--- src/rtl/scv_pkg.sv ---
package scv_pkg;

    localparam int DEF_NAME_BYTES   = 32;
    localparam int DEF_ENTRY_COUNT  = 16;
    localparam int DEF_DIGEST_BYTES = 32;
    localparam int DEF_HEADER_BYTES = 8;

    localparam logic [15:0] VERSION_RESET = 16'd1;
    localparam logic [31:0] SUFFIX_WORD   = 32'h2E77706B;  // ".wpk"
    localparam int          MIN_NAME_LEN  = 5;

    localparam logic [7:0] CH_LOW_A  = 8'h61;
    localparam logic [7:0] CH_LOW_Z  = 8'h7A;
    localparam logic [7:0] CH_DIG_0  = 8'h30;
    localparam logic [7:0] CH_DIG_9  = 8'h39;
    localparam logic [7:0] CH_DASH   = 8'h2D;
    localparam logic [7:0] CH_UNDER  = 8'h5F;
    localparam logic [7:0] CH_DOT    = 8'h2E;

    localparam logic [1:0] PART_HEADER = 2'd0;
    localparam logic [1:0] PART_NAME   = 2'd1;
    localparam logic [1:0] PART_DIGEST = 2'd2;
    localparam logic [1:0] PART_PAST   = 2'd3;

    localparam logic [1:0] ST_OK     = 2'd0;
    localparam logic [1:0] ST_FORMAT = 2'd1;
    localparam logic [1:0] ST_NAME   = 2'd2;

    localparam logic [1:0] ORD_EQUAL   = 2'd0;
    localparam logic [1:0] ORD_LESS    = 2'd1;
    localparam logic [1:0] ORD_GREATER = 2'd2;

    typedef enum logic [3:0] {
        PH_HEADER = 4'b0001,
        PH_NAME   = 4'b0010,
        PH_DIGEST = 4'b0100,
        PH_PAST   = 4'b1000
    } phase_t;

    typedef struct packed {
        logic [7:0] catalog_byte;
        logic       last_byte;
    } scv_in_t;

    typedef struct packed {
        logic [7:0] data_byte;
        logic [1:0] byte_part;
        logic [3:0] entry_index;
        logic [4:0] byte_offset;
        logic       final_flag;
        logic [1:0] status;
    } scv_out_t;

    function automatic logic [7:0] magic_byte(input logic [1:0] idx);
        logic [7:0] m;
        case (idx)
            2'd0:    m = 8'h57;
            2'd1:    m = 8'h46;
            2'd2:    m = 8'h53;
            default: m = 8'h31;
        endcase
        return m;
    endfunction

    function automatic logic char_allowed(input logic [7:0] b);
        return (b >= CH_LOW_A && b <= CH_LOW_Z) ||
               (b >= CH_DIG_0 && b <= CH_DIG_9) ||
               b == CH_DASH || b == CH_UNDER || b == CH_DOT;
    endfunction

endpackage

--- src/rtl/seed_catalog_validator_top.sv ---
// Streams a catalog image one byte per request and returns one result per byte:
// the byte itself, tagged with its part (header, filename, digest or past the
// expected end), record number and offset. The result that carries the last
// byte also carries the verdict: format error for a wrong length or header,
// otherwise filename error for a bad or out-of-order name, otherwise ok. A byte
// can be taken every cycle; each result appears in the cycle after its request
// is taken, through the output register, and no byte is taken while that
// register holds a result the sink is not accepting in the same cycle. The
// previous filename sits in a small RAM read ahead of use; no cycle is lost to it.
module seed_catalog_validator_top #(
    parameter int NAME_BYTES   = scv_pkg::DEF_NAME_BYTES,
    parameter int ENTRY_COUNT  = scv_pkg::DEF_ENTRY_COUNT,
    parameter int DIGEST_BYTES = scv_pkg::DEF_DIGEST_BYTES,
    parameter int HEADER_BYTES = scv_pkg::DEF_HEADER_BYTES
) (
    input  logic              aclk,
    input  logic              aresetn,
    input  logic              s_valid,
    output logic              s_ready,
    input  scv_pkg::scv_in_t  s_item,
    output logic              m_valid,
    input  logic              m_ready,
    output scv_pkg::scv_out_t m_item,
    input  logic              cfg_we,
    input  logic [15:0]       cfg_wdata
);

    logic              accept;
    logic              m_valid_reg;
    scv_pkg::scv_out_t m_item_reg;
    scv_pkg::scv_out_t result;
    logic [15:0]       version_reg;

    assign s_ready = !m_valid_reg || m_ready;
    assign accept  = s_valid && s_ready;
    assign m_valid = m_valid_reg;
    assign m_item  = m_item_reg;

    always_ff @(posedge aclk) begin
        if (!aresetn) begin
            version_reg <= scv_pkg::VERSION_RESET;
        end else if (cfg_we) begin
            version_reg <= cfg_wdata;
        end
    end

    scv_parser #(
        .NAME_BYTES   (NAME_BYTES),
        .ENTRY_COUNT  (ENTRY_COUNT),
        .DIGEST_BYTES (DIGEST_BYTES),
        .HEADER_BYTES (HEADER_BYTES)
    ) u_parser (
        .aclk             (aclk),
        .aresetn          (aresetn),
        .accept           (accept),
        .item             (s_item),
        .expected_version (version_reg),
        .result           (result)
    );

    always_ff @(posedge aclk) begin
        if (!aresetn) begin
            m_valid_reg <= 1'b0;
        end else if (accept) begin
            m_valid_reg <= 1'b1;
        end else if (m_ready) begin
            m_valid_reg <= 1'b0;
        end
    end

    always_ff @(posedge aclk) begin
        if (accept) begin
            m_item_reg <= result;
        end
    end

    a_status_only_final: assert property (@(posedge aclk) disable iff (!aresetn)
        m_valid_reg && !m_item_reg.final_flag |-> m_item_reg.status == scv_pkg::ST_OK)
        else $error("status set on a non-final result");

    a_status_code: assert property (@(posedge aclk) disable iff (!aresetn)
        m_valid_reg |-> m_item_reg.status != 2'd3)
        else $error("undefined status code");

    a_past_untagged: assert property (@(posedge aclk) disable iff (!aresetn)
        m_valid_reg && m_item_reg.byte_part == scv_pkg::PART_PAST |->
            m_item_reg.entry_index == 4'd0 && m_item_reg.byte_offset == 5'd0)
        else $error("byte past the end carries a position");

    a_header_entry: assert property (@(posedge aclk) disable iff (!aresetn)
        m_valid_reg && m_item_reg.byte_part == scv_pkg::PART_HEADER |->
            m_item_reg.entry_index == 4'd0)
        else $error("header byte tagged with a record number");

    a_accept_loads: assert property (@(posedge aclk) disable iff (!aresetn)
        accept |=> m_valid_reg && m_item_reg.data_byte == $past(s_item.catalog_byte))
        else $error("accepted byte not passed to the output");

endmodule

--- src/rtl/scv_name_mem.sv ---
module scv_name_mem #(
    parameter int DEPTH = scv_pkg::DEF_NAME_BYTES,
    parameter int AW    = $clog2(DEPTH)
) (
    input  logic          aclk,
    input  logic          we,
    input  logic [AW-1:0] waddr,
    input  logic [7:0]    wdata,
    input  logic [AW-1:0] raddr,
    output logic [7:0]    rdata
);

    logic [7:0] mem [DEPTH];
    logic [7:0] rdata_reg;

    always_ff @(posedge aclk) begin
        if (we) begin
            mem[waddr] <= wdata;
        end
        rdata_reg <= mem[raddr];
    end

    assign rdata = rdata_reg;

endmodule

--- src/rtl/scv_parser.sv ---
module scv_parser #(
    parameter int NAME_BYTES   = scv_pkg::DEF_NAME_BYTES,
    parameter int ENTRY_COUNT  = scv_pkg::DEF_ENTRY_COUNT,
    parameter int DIGEST_BYTES = scv_pkg::DEF_DIGEST_BYTES,
    parameter int HEADER_BYTES = scv_pkg::DEF_HEADER_BYTES
) (
    input  logic              aclk,
    input  logic              aresetn,
    input  logic              accept,
    input  scv_pkg::scv_in_t  item,
    input  logic [15:0]       expected_version,
    output scv_pkg::scv_out_t result
);

    localparam int MAX_PART = (NAME_BYTES > HEADER_BYTES) ?
        ((NAME_BYTES > DIGEST_BYTES) ? NAME_BYTES : DIGEST_BYTES) :
        ((HEADER_BYTES > DIGEST_BYTES) ? HEADER_BYTES : DIGEST_BYTES);
    localparam int OW = $clog2(MAX_PART);
    localparam int EW = (ENTRY_COUNT > 1) ? $clog2(ENTRY_COUNT) : 1;
    localparam int AW = $clog2(NAME_BYTES);

    scv_pkg::phase_t phase_reg, phase_next;
    logic [OW-1:0]   off_reg, off_next;
    logic [EW-1:0]   entry_reg, entry_next;
    logic            header_bad_reg, header_bad_next;
    logic            name_error_reg, name_error_next;
    logic [7:0]      word_low_reg, word_low_next;
    logic [1:0]      ord_reg, ord_next;
    logic [31:0]     suffix_reg, suffix_next;
    logic            term_reg, term_next;

    logic [7:0]      b;
    logic [7:0]      cur;
    logic [7:0]      prev;
    logic            length_ok;
    logic            mem_we;
    scv_pkg::phase_t rd_phase;
    logic [OW-1:0]   rd_off;
    logic [AW-1:0]   rd_addr;

    assign b = item.catalog_byte;

    always_comb begin
        phase_next      = phase_reg;
        off_next        = off_reg;
        entry_next      = entry_reg;
        header_bad_next = header_bad_reg;
        name_error_next = name_error_reg;
        word_low_next   = word_low_reg;
        ord_next        = ord_reg;
        suffix_next     = suffix_reg;
        term_next       = term_reg;
        cur             = term_reg ? 8'd0 : b;
        mem_we          = 1'b0;

        result.data_byte   = b;
        result.final_flag  = item.last_byte;
        result.status      = scv_pkg::ST_OK;
        result.byte_part   = scv_pkg::PART_PAST;
        result.entry_index = 4'(entry_reg);
        result.byte_offset = 5'(off_reg);

        case (phase_reg)
            scv_pkg::PH_HEADER: begin
                result.byte_part   = scv_pkg::PART_HEADER;
                result.entry_index = 4'd0;
                if (off_reg < OW'(4)) begin
                    if (b != scv_pkg::magic_byte(off_reg[1:0])) header_bad_next = 1'b1;
                end else if (off_reg == OW'(4) || off_reg == OW'(6)) begin
                    word_low_next = b;
                end else if (off_reg == OW'(5)) begin
                    if ({b, word_low_reg} != expected_version) header_bad_next = 1'b1;
                end else if (off_reg == OW'(7)) begin
                    if ({b, word_low_reg} != 16'(ENTRY_COUNT)) header_bad_next = 1'b1;
                end
                if (off_reg == OW'(HEADER_BYTES - 1)) begin
                    phase_next = scv_pkg::PH_NAME;
                    off_next   = '0;
                end else begin
                    off_next = off_reg + OW'(1);
                end
            end
            scv_pkg::PH_NAME: begin
                result.byte_part = scv_pkg::PART_NAME;
                mem_we           = accept;
                if (!term_reg) begin
                    if (b == 8'd0) begin
                        term_next = 1'b1;
                        if (off_reg < OW'(scv_pkg::MIN_NAME_LEN) ||
                            suffix_reg != scv_pkg::SUFFIX_WORD) begin
                            name_error_next = 1'b1;
                        end
                    end else begin
                        if (!scv_pkg::char_allowed(b)) name_error_next = 1'b1;
                        if (off_reg == '0 && b == scv_pkg::CH_DOT) name_error_next = 1'b1;
                        suffix_next = {suffix_reg[23:0], b};
                    end
                end else if (b != 8'd0) begin
                    name_error_next = 1'b1;
                end
                if (entry_reg != '0 && ord_reg == scv_pkg::ORD_EQUAL) begin
                    if (prev < cur) begin
                        ord_next = scv_pkg::ORD_LESS;
                    end else if (prev > cur) begin
                        ord_next = scv_pkg::ORD_GREATER;
                    end
                end
                if (off_reg == OW'(NAME_BYTES - 1)) begin
                    if (!term_next) name_error_next = 1'b1;
                    if (entry_reg != '0 && ord_next != scv_pkg::ORD_LESS) begin
                        name_error_next = 1'b1;
                    end
                    ord_next    = scv_pkg::ORD_EQUAL;
                    suffix_next = '0;
                    term_next   = 1'b0;
                    phase_next  = scv_pkg::PH_DIGEST;
                    off_next    = '0;
                end else begin
                    off_next = off_reg + OW'(1);
                end
            end
            scv_pkg::PH_DIGEST: begin
                result.byte_part = scv_pkg::PART_DIGEST;
                if (off_reg == OW'(DIGEST_BYTES - 1)) begin
                    off_next = '0;
                    if (entry_reg == EW'(ENTRY_COUNT - 1)) begin
                        phase_next = scv_pkg::PH_PAST;
                        entry_next = '0;
                    end else begin
                        phase_next = scv_pkg::PH_NAME;
                        entry_next = entry_reg + EW'(1);
                    end
                end else begin
                    off_next = off_reg + OW'(1);
                end
            end
            default: begin
                result.byte_part   = scv_pkg::PART_PAST;
                result.entry_index = 4'd0;
                result.byte_offset = 5'd0;
            end
        endcase

        length_ok = phase_reg == scv_pkg::PH_DIGEST &&
                    entry_reg == EW'(ENTRY_COUNT - 1) &&
                    off_reg == OW'(DIGEST_BYTES - 1);

        if (item.last_byte) begin
            if (!length_ok || header_bad_reg) begin
                result.status = scv_pkg::ST_FORMAT;
            end else if (name_error_reg) begin
                result.status = scv_pkg::ST_NAME;
            end
            phase_next      = scv_pkg::PH_HEADER;
            off_next        = '0;
            entry_next      = '0;
            header_bad_next = 1'b0;
            name_error_next = 1'b0;
            word_low_next   = '0;
            ord_next        = scv_pkg::ORD_EQUAL;
            suffix_next     = '0;
            term_next       = 1'b0;
        end
    end

    // prefetch the previous name byte for the offset the next request will use
    always_comb begin
        rd_phase = accept ? phase_next : phase_reg;
        rd_off   = accept ? off_next : off_reg;
        rd_addr  = (rd_phase == scv_pkg::PH_NAME) ? rd_off[AW-1:0] : '0;
    end

    scv_name_mem #(
        .DEPTH (NAME_BYTES),
        .AW    (AW)
    ) u_name_mem (
        .aclk  (aclk),
        .we    (mem_we),
        .waddr (off_reg[AW-1:0]),
        .wdata (cur),
        .raddr (rd_addr),
        .rdata (prev)
    );

    always_ff @(posedge aclk) begin
        if (!aresetn) begin
            phase_reg      <= scv_pkg::PH_HEADER;
            off_reg        <= '0;
            entry_reg      <= '0;
            header_bad_reg <= 1'b0;
            name_error_reg <= 1'b0;
            word_low_reg   <= '0;
            ord_reg        <= scv_pkg::ORD_EQUAL;
            suffix_reg     <= '0;
            term_reg       <= 1'b0;
        end else if (accept) begin
            phase_reg      <= phase_next;
            off_reg        <= off_next;
            entry_reg      <= entry_next;
            header_bad_reg <= header_bad_next;
            name_error_reg <= name_error_next;
            word_low_reg   <= word_low_next;
            ord_reg        <= ord_next;
            suffix_reg     <= suffix_next;
            term_reg       <= term_next;
        end
    end

endmodule

--- config.mk ---
export PLATFORM = sky130hd
export DESIGN_NAME = seed_catalog_validator_top
export DESIGN_NICKNAME = d
export VERILOG_FILES = /design/src/rtl/scv_pkg.sv /design/src/rtl/seed_catalog_validator_top.sv /design/src/rtl/scv_name_mem.sv /design/src/rtl/scv_parser.sv
export SDC_FILE = /design/constraint.sdc
export NUM_CORES = 1
export LEC_CHECK = 0
export ABC_AREA = 1
export BUFFER_PORTS_ARGS = -buffer_cell sky130_fd_sc_hd__buf_2
export CORE_ASPECT_RATIO = 0.75
export CORE_UTILIZATION = 40
export DETAILED_ROUTE_END_ITERATION = 12
export SLEW_MARGIN = 20
export SYNTH_ARGS = -nofsm -noshare
export SYNTH_HDL_FRONTEND = slang
export SYNTH_HIERARCHICAL = 1
export SYNTH_SLANG_ARGS = --single-unit
--- constraint.sdc ---
create_clock -name aclk -period 4.4 [get_ports aclk]
set_input_delay 0.66 -clock aclk [delete_from_list [all_inputs] [get_ports aclk]]
set_output_delay 0.66 -clock aclk [all_outputs]
set_load 0.02 [all_outputs]
# [Word-level counts from Yosys, hierarchy flattened]
# Memories as Yosys holds them, arrays and structs flattened. A register that Yosys moved wholly into a read port is not among the register bits.
# Cells that the tools add are included.
[totals] register_bits=97 ramBits=256 input_bits=30 out_inout_bits=24 word_cells=167 n_memories=1
[op_classes] add_sub_neg=2 order_cmp=8 n_eq_ne=26 mux=71 bitwise=1 reduce_logical=40
[mem_list] memory="u_parser.u_name_mem.mem" depth=32 width=8 rd=1 rd_clocked_by_memory_dff=1 wr=1 line="scv_name_mem.sv:13" source="logic [7:0] mem [DEPTH];"
[ops] op="$mux 32" count=5
[ops] op="$mux 8" count=7
[ops] op="$mux 4" count=10
[ops] op="$mux 1" count=32
[ops] op="$ne 32x30->1 const B" count=1
[ops] op="$mux 5" count=5
[ops] op="$pmux 7 s3" count=1
[ops] op="$eq 5x3->1 const B" count=4
[ops] op="$eq 8x6->1 const B" count=2
[ops] op="$mux 2" count=8
[ops] op="$ne 16x16->1" count=1
[ops] op="$ne 16x5->1 const B" count=1
[ops] op="$pmux 4 s3" count=1
[ops] op="$reduce_bool 2->1" count=6
[ops] op="$reduce_bool 4->1" count=3
[ops] op="$lt 5x3->1 const B" count=2
[ops] op="$pmux 5 s2" count=1
[ops] op="$ne 3x3->1 const B" count=3
[ops] op="$eq 4x2->1 const B" count=2
[ops] op="$eq 8x7->1 const B" count=1
[ops] op="$ge 8x6->1 const B" count=1
[ops] op="$ge 8x7->1 const B" count=1
[ops] op="$gt 8x8->1" count=1
[ops] op="$le 8x6->1 const B" count=1
[ops] op="30 further kinds" count=48

# [Logic depth before layout (Yosys ltp)]
# Gate-level depths: netlist of the first run.
[depth] ltp_word=15 depth_mapped=23 ltp_nobuf=21

# [By module]
# Netlist of the first run, hierarchy kept.
[by_module_without_submodules] mod="scv_name_mem" n_inst=1 cells_per_inst=922 area_per_inst_um2=10786.6 seq_area_each_um2=7847.5
[by_module_without_submodules] mod="scv_parser" n_inst=1 cells_per_inst=553 area_per_inst_um2=3737.3 seq_area_each_um2=1161.1
[by_module_without_submodules] mod="seed_catalog_validator_top" n_inst=1 cells_per_inst=97 area_per_inst_um2=1253.7 seq_area_each_um2=1001.0

# [Least setup slack after synthesis of the first run]
# OpenSTA, ideal clock, no wires.
[synth_timing] path_type="input to register" startpoint="input port s_valid" endpoint="register u_parser.u_name_mem.rdata_reg[1] (netlist: u_parser/u_name_mem/rdata[1]), read port of u_parser.u_name_mem.mem" setup_time_ns=0.113 arrival_time_ns=3.993 required_ns=4.287 setup_slack_ns=0.294 stages=19 path_buffers=2 cell_sequence="inv_1 a21oi_1 inv_1 nor2_1 nand3_1 o31ai_4 nand4_2 nor2_1 inv_2 buf_6 buf_6 nand2_1 nand3_1 nand3_1 nand2_1 nand2_1 nand2_1 nand2_1 nand2_1"
[synth_via] elab_chain_len=4 elab_cells_between_ends=5 classes_between="eq/ne: 1; mux: 3; reduce/logical: 1"
[synth_rtl] item="from (decl)" line="seed_catalog_validator_top.sv:18" source="input logic s_valid,"
[synth_rtl] item="$logic_and 1x1->1 *" line="seed_catalog_validator_top.sv:35" source="assign accept = s_valid && s_ready;"
[synth_rtl] item="via accept" line="seed_catalog_validator_top.sv:28" source="logic accept;"
[synth_rtl] item="$mux 4"
[synth_rtl] item="$eq 4x2->1" line="scv_parser.sv:170" source="rd_addr = (rd_phase == scv_pkg::PH_NAME) ? rd_off[AW-1:0] : '0;"
[synth_rtl] item="$mux 5 *" line="scv_parser.sv:170"
[synth_rtl] item="via u_parser.rd_addr[0]" line="scv_parser.sv:39" source="logic [AW-1:0] rd_addr;"
[synth_rtl] item="to (decl)" line="scv_name_mem.sv:14" source="logic [7:0] rdata_reg;"
# Mark *: on every way through the listed nets, which the timed path passes. The rest lies on a longest branch.
# A chain may end at the register's enable or synchronous reset.

# [Worst setup path in the final report of the first run]
[layout_timing] startpoint="register u_parser.off_reg[0]" endpoint="register u_parser.u_name_mem.rdata_reg[2] (netlist: u_parser/u_name_mem/rdata[2]), read port of u_parser.u_name_mem.mem"
[layout_via] elab_chain_len=7 elab_cells_between_ends=16 classes_between="add/sub: 1; eq/ne: 3; mux: 12"
[layout_rtl] item="from (decl)" line="scv_parser.sv:23" source="logic [OW-1:0] off_reg, off_next;"
[layout_rtl] item="from (signal assigned)" line="scv_parser.sv:198" source="off_reg <= off_next;"
[layout_rtl] item="parallel branches: the longest is 6 deep, another holds $add 5x1->5"
[layout_rtl] item="$mux 5 *" line="scv_parser.sv:170"
[layout_rtl] item="via u_parser.rd_addr[1]" line="scv_parser.sv:39"
# Mark *: on every way through the listed nets, which the timed path passes.

==> results of run 1 <==
==> power groups by stage <==
stage                     Combinational [mW]  Sequential [mW]  Clock (mW)
after floorplan                        0.166             3.82           0
after global placement                 0.292             3.81           0
after detailed placement               0.297             3.81           0
after CTS                              0.298             3.74        2.98
after global routing                   0.329             3.74        3.12
final                                  0.298             3.74        2.92
==> per-stage QoR <==
step                      cell area [µm²]  std cells
final                               17500       2160
after detailed placement            16400       2094
after CTS                           17500       2159
after floorplan                     15800       1572
after global placement              16400       2094
after global routing                17500       2159
==> layout by cell type, fill, tap and decap left out, types with 3 or more instances in the layout <==
cell type and count:
clkbuf_8 3, nand3_2 3, nand4_1 14, inv_2 10
clkinv_2 5, o21ai_0 30, nand3_1 250, edfxtp_1 278
xor2_1 5, nor2_2 12, o22ai_1 13, clkbuf_1 13
o21ai_1 9, a21oi_1 28, dfxtp_1 83, buf_4 33
buf_2 53, nor2_4 6, ha_1 16, inv_1 94
nand2_1 472, clkbuf_16 37, o22ai_2 11, nor3_1 7
nor2_1 128, clkinv_1 6
==> metal layers <==
| layer | up-vias | routed length, µm |
|---|---|---|
| met2 | 415 | 16900 |
| li1 | 5415 | - |
| met3 | 55 | 3180 |
| met5 | - | 0 |
| met1 | 5408 | 19200 |
| met4 | 0 | 642 |
==> critical path: stages (launching register included) <==
cell     delay [ns]
dfxtp_1        0.53
ha_1           0.25
inv_1          0.11
nor3_1         0.17
ha_1           0.21
inv_1          0.09
nand4_1        0.11
nand2_1        0.06
a21oi_1        0.22
o22ai_1        0.10
a22oi_1        0.33
nor2_4         0.09
inv_2          0.42
buf_4          0.41
nand3_1        0.13
nand3_1        0.13
nand2_1        0.12
nand2_1        0.08
nand2_1        0.07
nand2_1        0.14
nand2_1        0.08
==> how the worst min path moves through the flow <==
| stage | to | from | slack, ns |
|---|---|---|---|
| 2_1_floorplan | u_parser/name_error_reg | u_parser/name_error_reg | 0.42 |
| 3_3_place_gp | u_parser/name_error_reg | u_parser/name_error_reg | 0.44 |
| 3_5_place_dp | u_parser/name_error_reg | u_parser/name_error_reg | 0.44 |
| 4_1_cts | version_reg[0] | cfg_wdata[0] | 0.33 |
| 5_1_grt | version_reg[5] | cfg_wdata[5] | 0.36 |
| 6_report | version_reg[0] | cfg_wdata[0] | 0.35 |
==> cells by family (layout without fill, tap and decap cells) <==
family,Yosys count,in the layout
other cells,0,1
fa+ha+maj,16,16
compound gates,104,104
xor+xnor,7,7
simple gates,900,900
buf+inv,184,259
flops,361,361
==> layout make-up <==
class                           count  area (µm²)  area share [%]
Tap cell                          512         641            3.66
Inverter                          106         399            2.28
Clock inverter                     12        86.3           0.493
Sequential cell                   361       10000            57.1
Clock buffer                       53        1020            5.80
Timing Repair Buffer               88         553            3.16
Antenna cell                        1        2.50          0.0143
Multi-Input combinational cell   1027        4820            27.5
==> flow_summary.toml, run 1 <==
[outcome]
status = "completed"

[clocking]
cts.sinks = 361
cts_resized = 0
numCtsBuffers = 36
insertion_delay_ns = 0.53
path_clk_slew_ns = 0.06
cts_setup_buffers = 0
cts_tree = "done"
clockRootBuffer = "clkbuf_16"
cts.path.max_buffers = 3
htree_levels = 2
cts_hold_repair.buffers = 0

[synth]
synth-compound-area-share_pct = 4.32
synthDistinctLibCells = 42
synth-edff-count = 278
yosysSeqAreaShare_pct = 63.4
yosysTopAreaCellShare_pct = 52.9
netlist.top_cell.by_area = "edfxtp_1"
muxShareOfSynthArea_pct = 0
ys_warn_count = 6
synth_fa_ha_area_share_pct = 1.27
ys_seq_elements = 361
synth_top_family_by_area = "simple AND/OR/NAND/NOR gates"
yosysMostFrequentCell = "nand2_1"
synth.avg_cell_area_um2 = 10.0
synth-async-reset-ratio_pct = 0
syn_inst = 1572
synth.net_count = 1618
synth_xor_area_share_pct = 0.389
synth_commonest_cells = "472 x nand2_1, 278 x edfxtp_1, 250 x nand3_1, 139 x nor2_1, 94 x inv_1"
synthFlopType = "edfxtp_1"
syn_area_mm2 = 0.0158
synth_simple_gate_area_share_pct = 24.2
synthTopCellsByArea = "edfxtp_1 53%, nand2_1 11%, dfxtp_1 11%"

[power_and_ir_drop]
sw_frac_of_total_pct = 21.6
power.density_mw_per_mm2 = 397
peakVddDrop_mv = 0.222
clockPowerShare_pct = 42.0
comb_power_share_pct = 4.3
power_frac_seq_pct = 53.7
p_total_mw = 6.96
p_int_mw = 5.45
leakage_nw = 6.55
switchingPower_mw = 1.51

[sta]
tns_ns = 0
fin_crit_ns = 4.01
setup_viol = 0
relSlewSlack_pct = 38.4
finalHoldViolCount = 0
tightest_slew_ns = 0.921
rsz0062_at_grt = "false"
whs_ns = 0.354
max_freq_ghz = 0.249
clock_skew_ns = 0.0161
min_period_over_period_pct = 91.2
maxSlewViolCount = 0
setup_ws_ns = 0.387

[routing]
vias_per_cell = 5.23
wl_per_cell_um = 18.5
drc = 0
wirelength_um = 39900
dr_total_vias = 11300
first_pass_iters = 5
drtIter0Drc = 934
drt.antenna.violating_nets = 0

[global_route]
grt_util_all_layers_pct = 20.2
grt_use_met2_pct = 28.6
grt_first_pass_wirelength_um = 62800
met1_usage_pct = 31.2
grt_max_degree = 129
overflow = 0
met3_usage_pct = 3.89
grt_pass1_vias = 10700
antenna_found_initial = 1
top_usage_layer = "met1"

[final_layout]
final_layout_size_suffix_gt1_share_pct = 11.3
area_growth_pct = 11.1
largest_register_ffs = 256
num-fill-cells = 3610
final_nets = 1666
final_util_pct = 45.5

[critical_path]
crit_type = "register to register"
r2r_end = "u_parser/u_name_mem/rdata[2]"
reg2reg_depth = 20
critPathArrivalTime_ns = 4.42
crit_path_end = "u_parser/u_name_mem/rdata[2]"
crit_required_ns = 4.81
rrSetupSlack_ns = 0.39
r2r_start = "u_parser/off_reg[0]"
critPathLaunchType = "register"
setup.worst_path.start = "u_parser/off_reg[0]"
crit_path_end_kind = "register"
worstPathMaxFanout = 24

[floorplan]
design.die.area_mm2 = 0.0403
io_pins = 54
start_util_pct = 40.9
rows = 62
dieWidth_um = 231
core_area_mm2 = 0.0386
fp.dieH_um = 174

[worst_hold_path]
min_path_type = "input pin to register"
min_path_cells = 3

[placed_design]
dp_slack_ns = 0.497
gp_congestion = 0.899
place_hpwl_um = 24800
numPortBuffers = 53

[job]
maxCapViolCount = 0
No activity file was read; power rests on OpenSTA's default activity.
==> inputs of run 2 (changes only) <==
==> constraint.sdc (replaced) <==
create_clock -name aclk -period 4.4 [get_ports aclk]
set_input_delay 0.22 -clock aclk [delete_from_list [all_inputs] [get_ports aclk]]
set_output_delay 0.22 -clock aclk [all_outputs]
set_load 0.02 [all_outputs]
==> flow_summary.toml, run 2 (synthesis gave the netlist of run 1 again) <==
[outcome]
status = "completed"

[global_route]
overflow = 0
grt_util_all_layers_pct = 19.9
grt_max_degree = 92
grt_pass1_vias = 10700
grt_first_pass_wirelength_um = 62100
antenna_found_initial = 1

[sta]
tightest_slew_ns = 0.961
tns_ns = 0
whs_ns = 0.0310
relSlewSlack_pct = 35.7
finalHoldViolCount = 0
fin_crit_ns = 3.89
max_freq_ghz = 0.257
clock_skew_ns = 0.0200
rsz0062_at_grt = "false"
min_period_over_period_pct = 88.5
setup_viol = 0
maxSlewViolCount = 0

[clocking]
cts_setup_buffers = 0
path_clk_slew_ns = 0.06
insertion_delay_ns = 0.54
cts.path.max_buffers = 3
numCtsBuffers = 36
cts.sinks = 361
clockRootBuffer = "clkbuf_16"
cts_tree = "done"
htree_levels = 2
cts_resized = 0

[critical_path]
rrSetupSlack_ns = 0.51
r2r_start = "u_parser/off_reg[0]"
critPathLaunchType = "register"
critPathSlowestCell = "dfxtp_1"
r2r_end = "u_parser/u_name_mem/rdata[0]"
path_common_cell = "nand2_1"
slowest_delay_ns = 0.52
crit_type = "register to register"
reg2reg_depth = 21
path_cells = "ha_1 -> inv_1 -> nor3_1 -> ha_1 -> inv_1 -> nor2_1 -> nand2_1 -> nand3_1 -> nand3_1 -> o31ai_4 -> nand4_2 -> nor2_4 -> buf_12 -> nand2_1 -> nand3_1 -> nand3_1 -> nand2_1 -> nand2_1 -> nand2_1 -> nand2_1 -> nand2_1"
critPathArrivalTime_ns = 4.37
worstPathMaxFanout = 91
crit_path_end = "u_parser/u_name_mem/rdata[0]"
crit_path_end_kind = "register"
crit_required_ns = 4.88
setup.worst_path.start = "u_parser/off_reg[0]"

[power_and_ir_drop]
p_int_mw = 5.52
power.density_mw_per_mm2 = 398
switchingPower_mw = 1.52
comb_power_share_pct = 4.4
peakVddDrop_mv = 0.249
p_total_mw = 7.03
clockPowerShare_pct = 42.4
leakage_nw = 6.60
sw_frac_of_total_pct = 21.5
power_frac_seq_pct = 53.2

[final_layout]
final_common_cell = "nand2_1"
final_nets = 1674
layout_common_cells = "472 x nand2_1, 278 x edfxtp_1, 250 x nand3_1"
antenna_cells = 0
area_growth_pct = 12.1
largest_register_ffs = 256
final_layout_size_suffix_gt1_share_pct = 10.6

[routing]
drtIter0Drc = 1186
vias_per_cell = 5.22
wirelength_um = 40000
first_pass_iters = 7
wl_per_cell_um = 18.5
drt.antenna.violating_nets = 0
drc = 0
dr_total_vias = 11300

[job]
maxCapViolCount = 0

[floorplan]
design.die.area_mm2 = 0.0403
dieWidth_um = 231
io_pins = 54
fp.dieH_um = 174
start_util_pct = 40.9
core_area_mm2 = 0.0386
rows = 62

[worst_hold_path]
min_path_type = "input pin to register"

[placed_design]
place_hpwl_um = 24700
gp_congestion = 0.870
numPortBuffers = 53
run 2: worst min-delay path by stage:
stage | start | endpoint | slack, ns | cells after the start
2_1_floorplan | cfg_wdata[0] | version_reg[0] | 0.35 | 2
3_3_place_gp | u_parser/name_error_reg | u_parser/name_error_reg | 0.44 | 2
3_5_place_dp | u_parser/name_error_reg | u_parser/name_error_reg | 0.44 | 2
4_1_cts | s_item[6] | m_item[19] | 0.004 | 1
5_1_grt | s_item[6] | m_item[19] | 0.02 | 1
6_report | s_item[6] | m_item[19] | 0.03 | 1
run 2: critical path: cells and delay by family, from the launching register on:
kind / cells / cell delay, ns
flip-flops: 1 / 0.52
buffers and inverters: 3 / 0.71
AO/OA/AOI/OAI: 1 / 0.10
adder cells (fa/ha/maj): 2 / 0.43
AND/OR/NAND/NOR: 15 / 1.99
run 2: area by class of cell:
class	count	area, µm²
clock buffer	49	1000
multi-input combinational	1027	4820
tap	512	641
timing repair buffer	96	691
inverter	106	399
sequential	361	10000
fill	3620	20900
clock inverter	14	125
run 2: metal layers:
layer | share of wire, % | GRT usage (%) | up-vias | routed length, µm
met1 | 49 | 30.3 | 5439 | 19500
li1 | - | - | 5431 | -
met3 | 7.8 | 4.82 | 44 | 3130
met5 | 0 | 0 | - | 0
met4 | 1.5 | 4.86 | 0 | 589
met2 | 42 | 28.0 | 380 | 16800
run 2: power groups by stage:
stage	clock network (mW)	registers, mW	logic, mW
final	2.98	3.74	0.310
after global routing	3.17	3.74	0.342
after CTS	3.04	3.74	0.310
after detailed placement	0	3.81	0.294
after global placement	0	3.81	0.291
after floorplan	0	3.82	0.166
run 2: what timing repair did:
action | CTS | global route
endpoints found under the setup margin | 0 | 0
hold buffers | 21 | 0
endpoints found under the hold margin | 20 | 0
run 2: stage by stage:
step,util (%),instance area (µm²),worst slack [ns],std cells
after floorplan,-,15800,0.565,1572
after global placement,42.4,16300,0.709,2081
after detailed placement,42.4,16300,0.601,2081
after CTS,45.9,17700,0.583,2165
after global routing,45.9,17700,0.121,2165
final,45.9,17700,0.505,2165
==> inputs of run 3 (changes only) <==
Settings changed: HOLD_SLACK_MARGIN set to 0.15.
Clock period 4.4 ns to 4.1 ns, I/O delays scaled along.
==> flow_summary.toml, run 3 (synthesis gave the netlist of run 1 again) <==
[placed_design]
place_area_mm2 = 0.0164
place_inst = 2093
numPortBuffers = 53
place_hpwl_um = 24700
gp_congestion = 0.906

[critical_path]
crit_required_ns = 4.57
crit_family = "simple AND/OR/NAND/NOR gates"
critPathSlowestCell = "dfxtp_1"
path_cells = "ha_1 -> inv_1 -> nor3_1 -> ha_1 -> inv_1 -> buf_4 -> nand4_1 -> nand2_1 -> a21oi_1 -> nand2_1 -> a32oi_1 -> nor2_4 -> clkinv_2 -> buf_12 -> nand2_1 -> nand3_1 -> nand3_1 -> nand2_1 -> nand2_1 -> nand2_1 -> nand2_1 -> nand2_1"
crit_path_end_kind = "register"
r2r_start = "u_parser/off_reg[1]"
rrSetupSlack_ns = 0.43
r2r_end = "u_parser/u_name_mem/rdata[2]"
setup.worst_path.start = "u_parser/off_reg[1]"
critPathLaunchType = "register"
path_common_cell = "nand2_1"
slowest_delay_ns = 0.48
worstPathMaxFanout = 74
crit_buf_inv = 5
crit_type = "register to register"
critPathArrivalTime_ns = 4.14
reg2reg_depth = 22

[clocking]
cts.path.max_buffers = 3
cts.sinks = 361
cts_setup_buffers = 0
cts_tree = "done"
cts_resized = 0
path_clk_slew_ns = 0.06
htree_levels = 2
clockRootBuffer = "clkbuf_16"
numCtsBuffers = 36
insertion_delay_ns = 0.53

[sta]
clock_skew_ns = 0.0191
min_period_over_period_pct = 89.5
rsz0062_at_grt = "false"
fin_crit_ns = 3.67
relSlewSlack_pct = 42.5
maxSlewViolCount = 0
max_freq_ghz = 0.273
setup_viol = 0
tns_ns = 0
tightest_slew_ns = 0.860
finalHoldViolCount = 0

[worst_hold_path]
min_path_cells = 3
min_path_type = "input pin to register"
hold_end = "version_reg[14]"
min_from = "cfg_we"

[final_layout]
design_area_mm2 = 0.0181
largest_register_ffs = 256
final_common_cell = "nand2_1"
final_cells = 2200
final_layout_size_suffix_gt1_share_pct = 11.4
final_nets = 1707
layout_common_cells = "472 x nand2_1, 278 x edfxtp_1, 250 x nand3_1"
area_growth_pct = 14.9

[routing]
wirelength_um = 40300
dr_total_vias = 11400
drc = 0
wl_per_cell_um = 18.3
vias_per_cell = 5.20
first_pass_iters = 6
drtIter0Drc = 1153
drt.antenna.violating_nets = 0

[global_route]
grt_util_all_layers_pct = 20.1
overflow = 0
antenna_found_initial = 2
grt_max_degree = 80
grt_first_pass_wirelength_um = 62400
grt_pass1_vias = 10800

[floorplan]
rows = 62
start_util_pct = 40.9
io_pins = 54
design.die.area_mm2 = 0.0403
core_area_mm2 = 0.0386
fp.dieH_um = 174
dieWidth_um = 231

[power_and_ir_drop]
leakage_nw = 6.83
power.density_mw_per_mm2 = 436
peakVddDrop_mv = 0.260
p_total_mw = 7.90

[outcome]
status = "completed"

[job]
maxCapViolCount = 0
[run 3: how the worst max path moves through the flow]
stage                                              end  cells past startpoint
after global routing      u_parser/u_name_mem/rdata[2]                     23
final                     u_parser/u_name_mem/rdata[2]                     22
after global placement    u_parser/u_name_mem/rdata[5]                     21
after CTS                 u_parser/u_name_mem/rdata[2]                     20
after detailed placement  u_parser/u_name_mem/rdata[2]                     20
after floorplan           u_parser/u_name_mem/rdata[1]                     18
[run 3: worst min-delay path, cell delays in order]
cell,delay [ns]
buf_2,0.20
o21ai_0,0.21
nor2_1,0.05
[run 3: report_power, final]
part | internal [mW] | switching [mW] | total [mW]
clock | 2.14 | 1.39 | 3.53
combinational | 0.109 | 0.249 | 0.359
sequential | 3.99 | 0.0226 | 4.01
total | 6.23 | 1.66 | 7.90
[run 3: metal layers]
| metal | part of all wire, % | track usage, % | vias up |
|---|---|---|---|
| li1 | - | - | 5502 |
| met1 | 48 | 30.8 | 5465 |
| met2 | 42 | 28.7 | 429 |
| met3 | 8.0 | 4.12 | 48 |
| met4 | 1.4 | 4.75 | 0 |
| met5 | 0 | 0 | - |
[run 3: area by class of cell]
class / instances / area (µm²)
clock inverter: 18 / 273
multi-input combinational: 1027 / 4820
fill: 3550 / 20400
antenna: 1 / 2.50
clock buffer: 46 / 980
sequential: 361 / 10000
inverter: 106 / 399
tap: 512 / 641
timing repair buffer: 129 / 1000
[run 3: stage by stage]
stage                     hold slack, ns  utilization (%)  setup WS, ns
after global routing               0.187             47.0         0.156
after global placement             0.426             42.7         0.605
final                              0.188             47.0         0.431
after CTS                          0.153             47.0         0.504
after floorplan                    0.331                -         0.265
after detailed placement           0.427             42.7         0.526
[run 3: what timing repair did]
action                                  CTS  global route
endpoints found under the setup margin    0             0
hold endpoints to repair                 44             0
hold buffers                             42             0
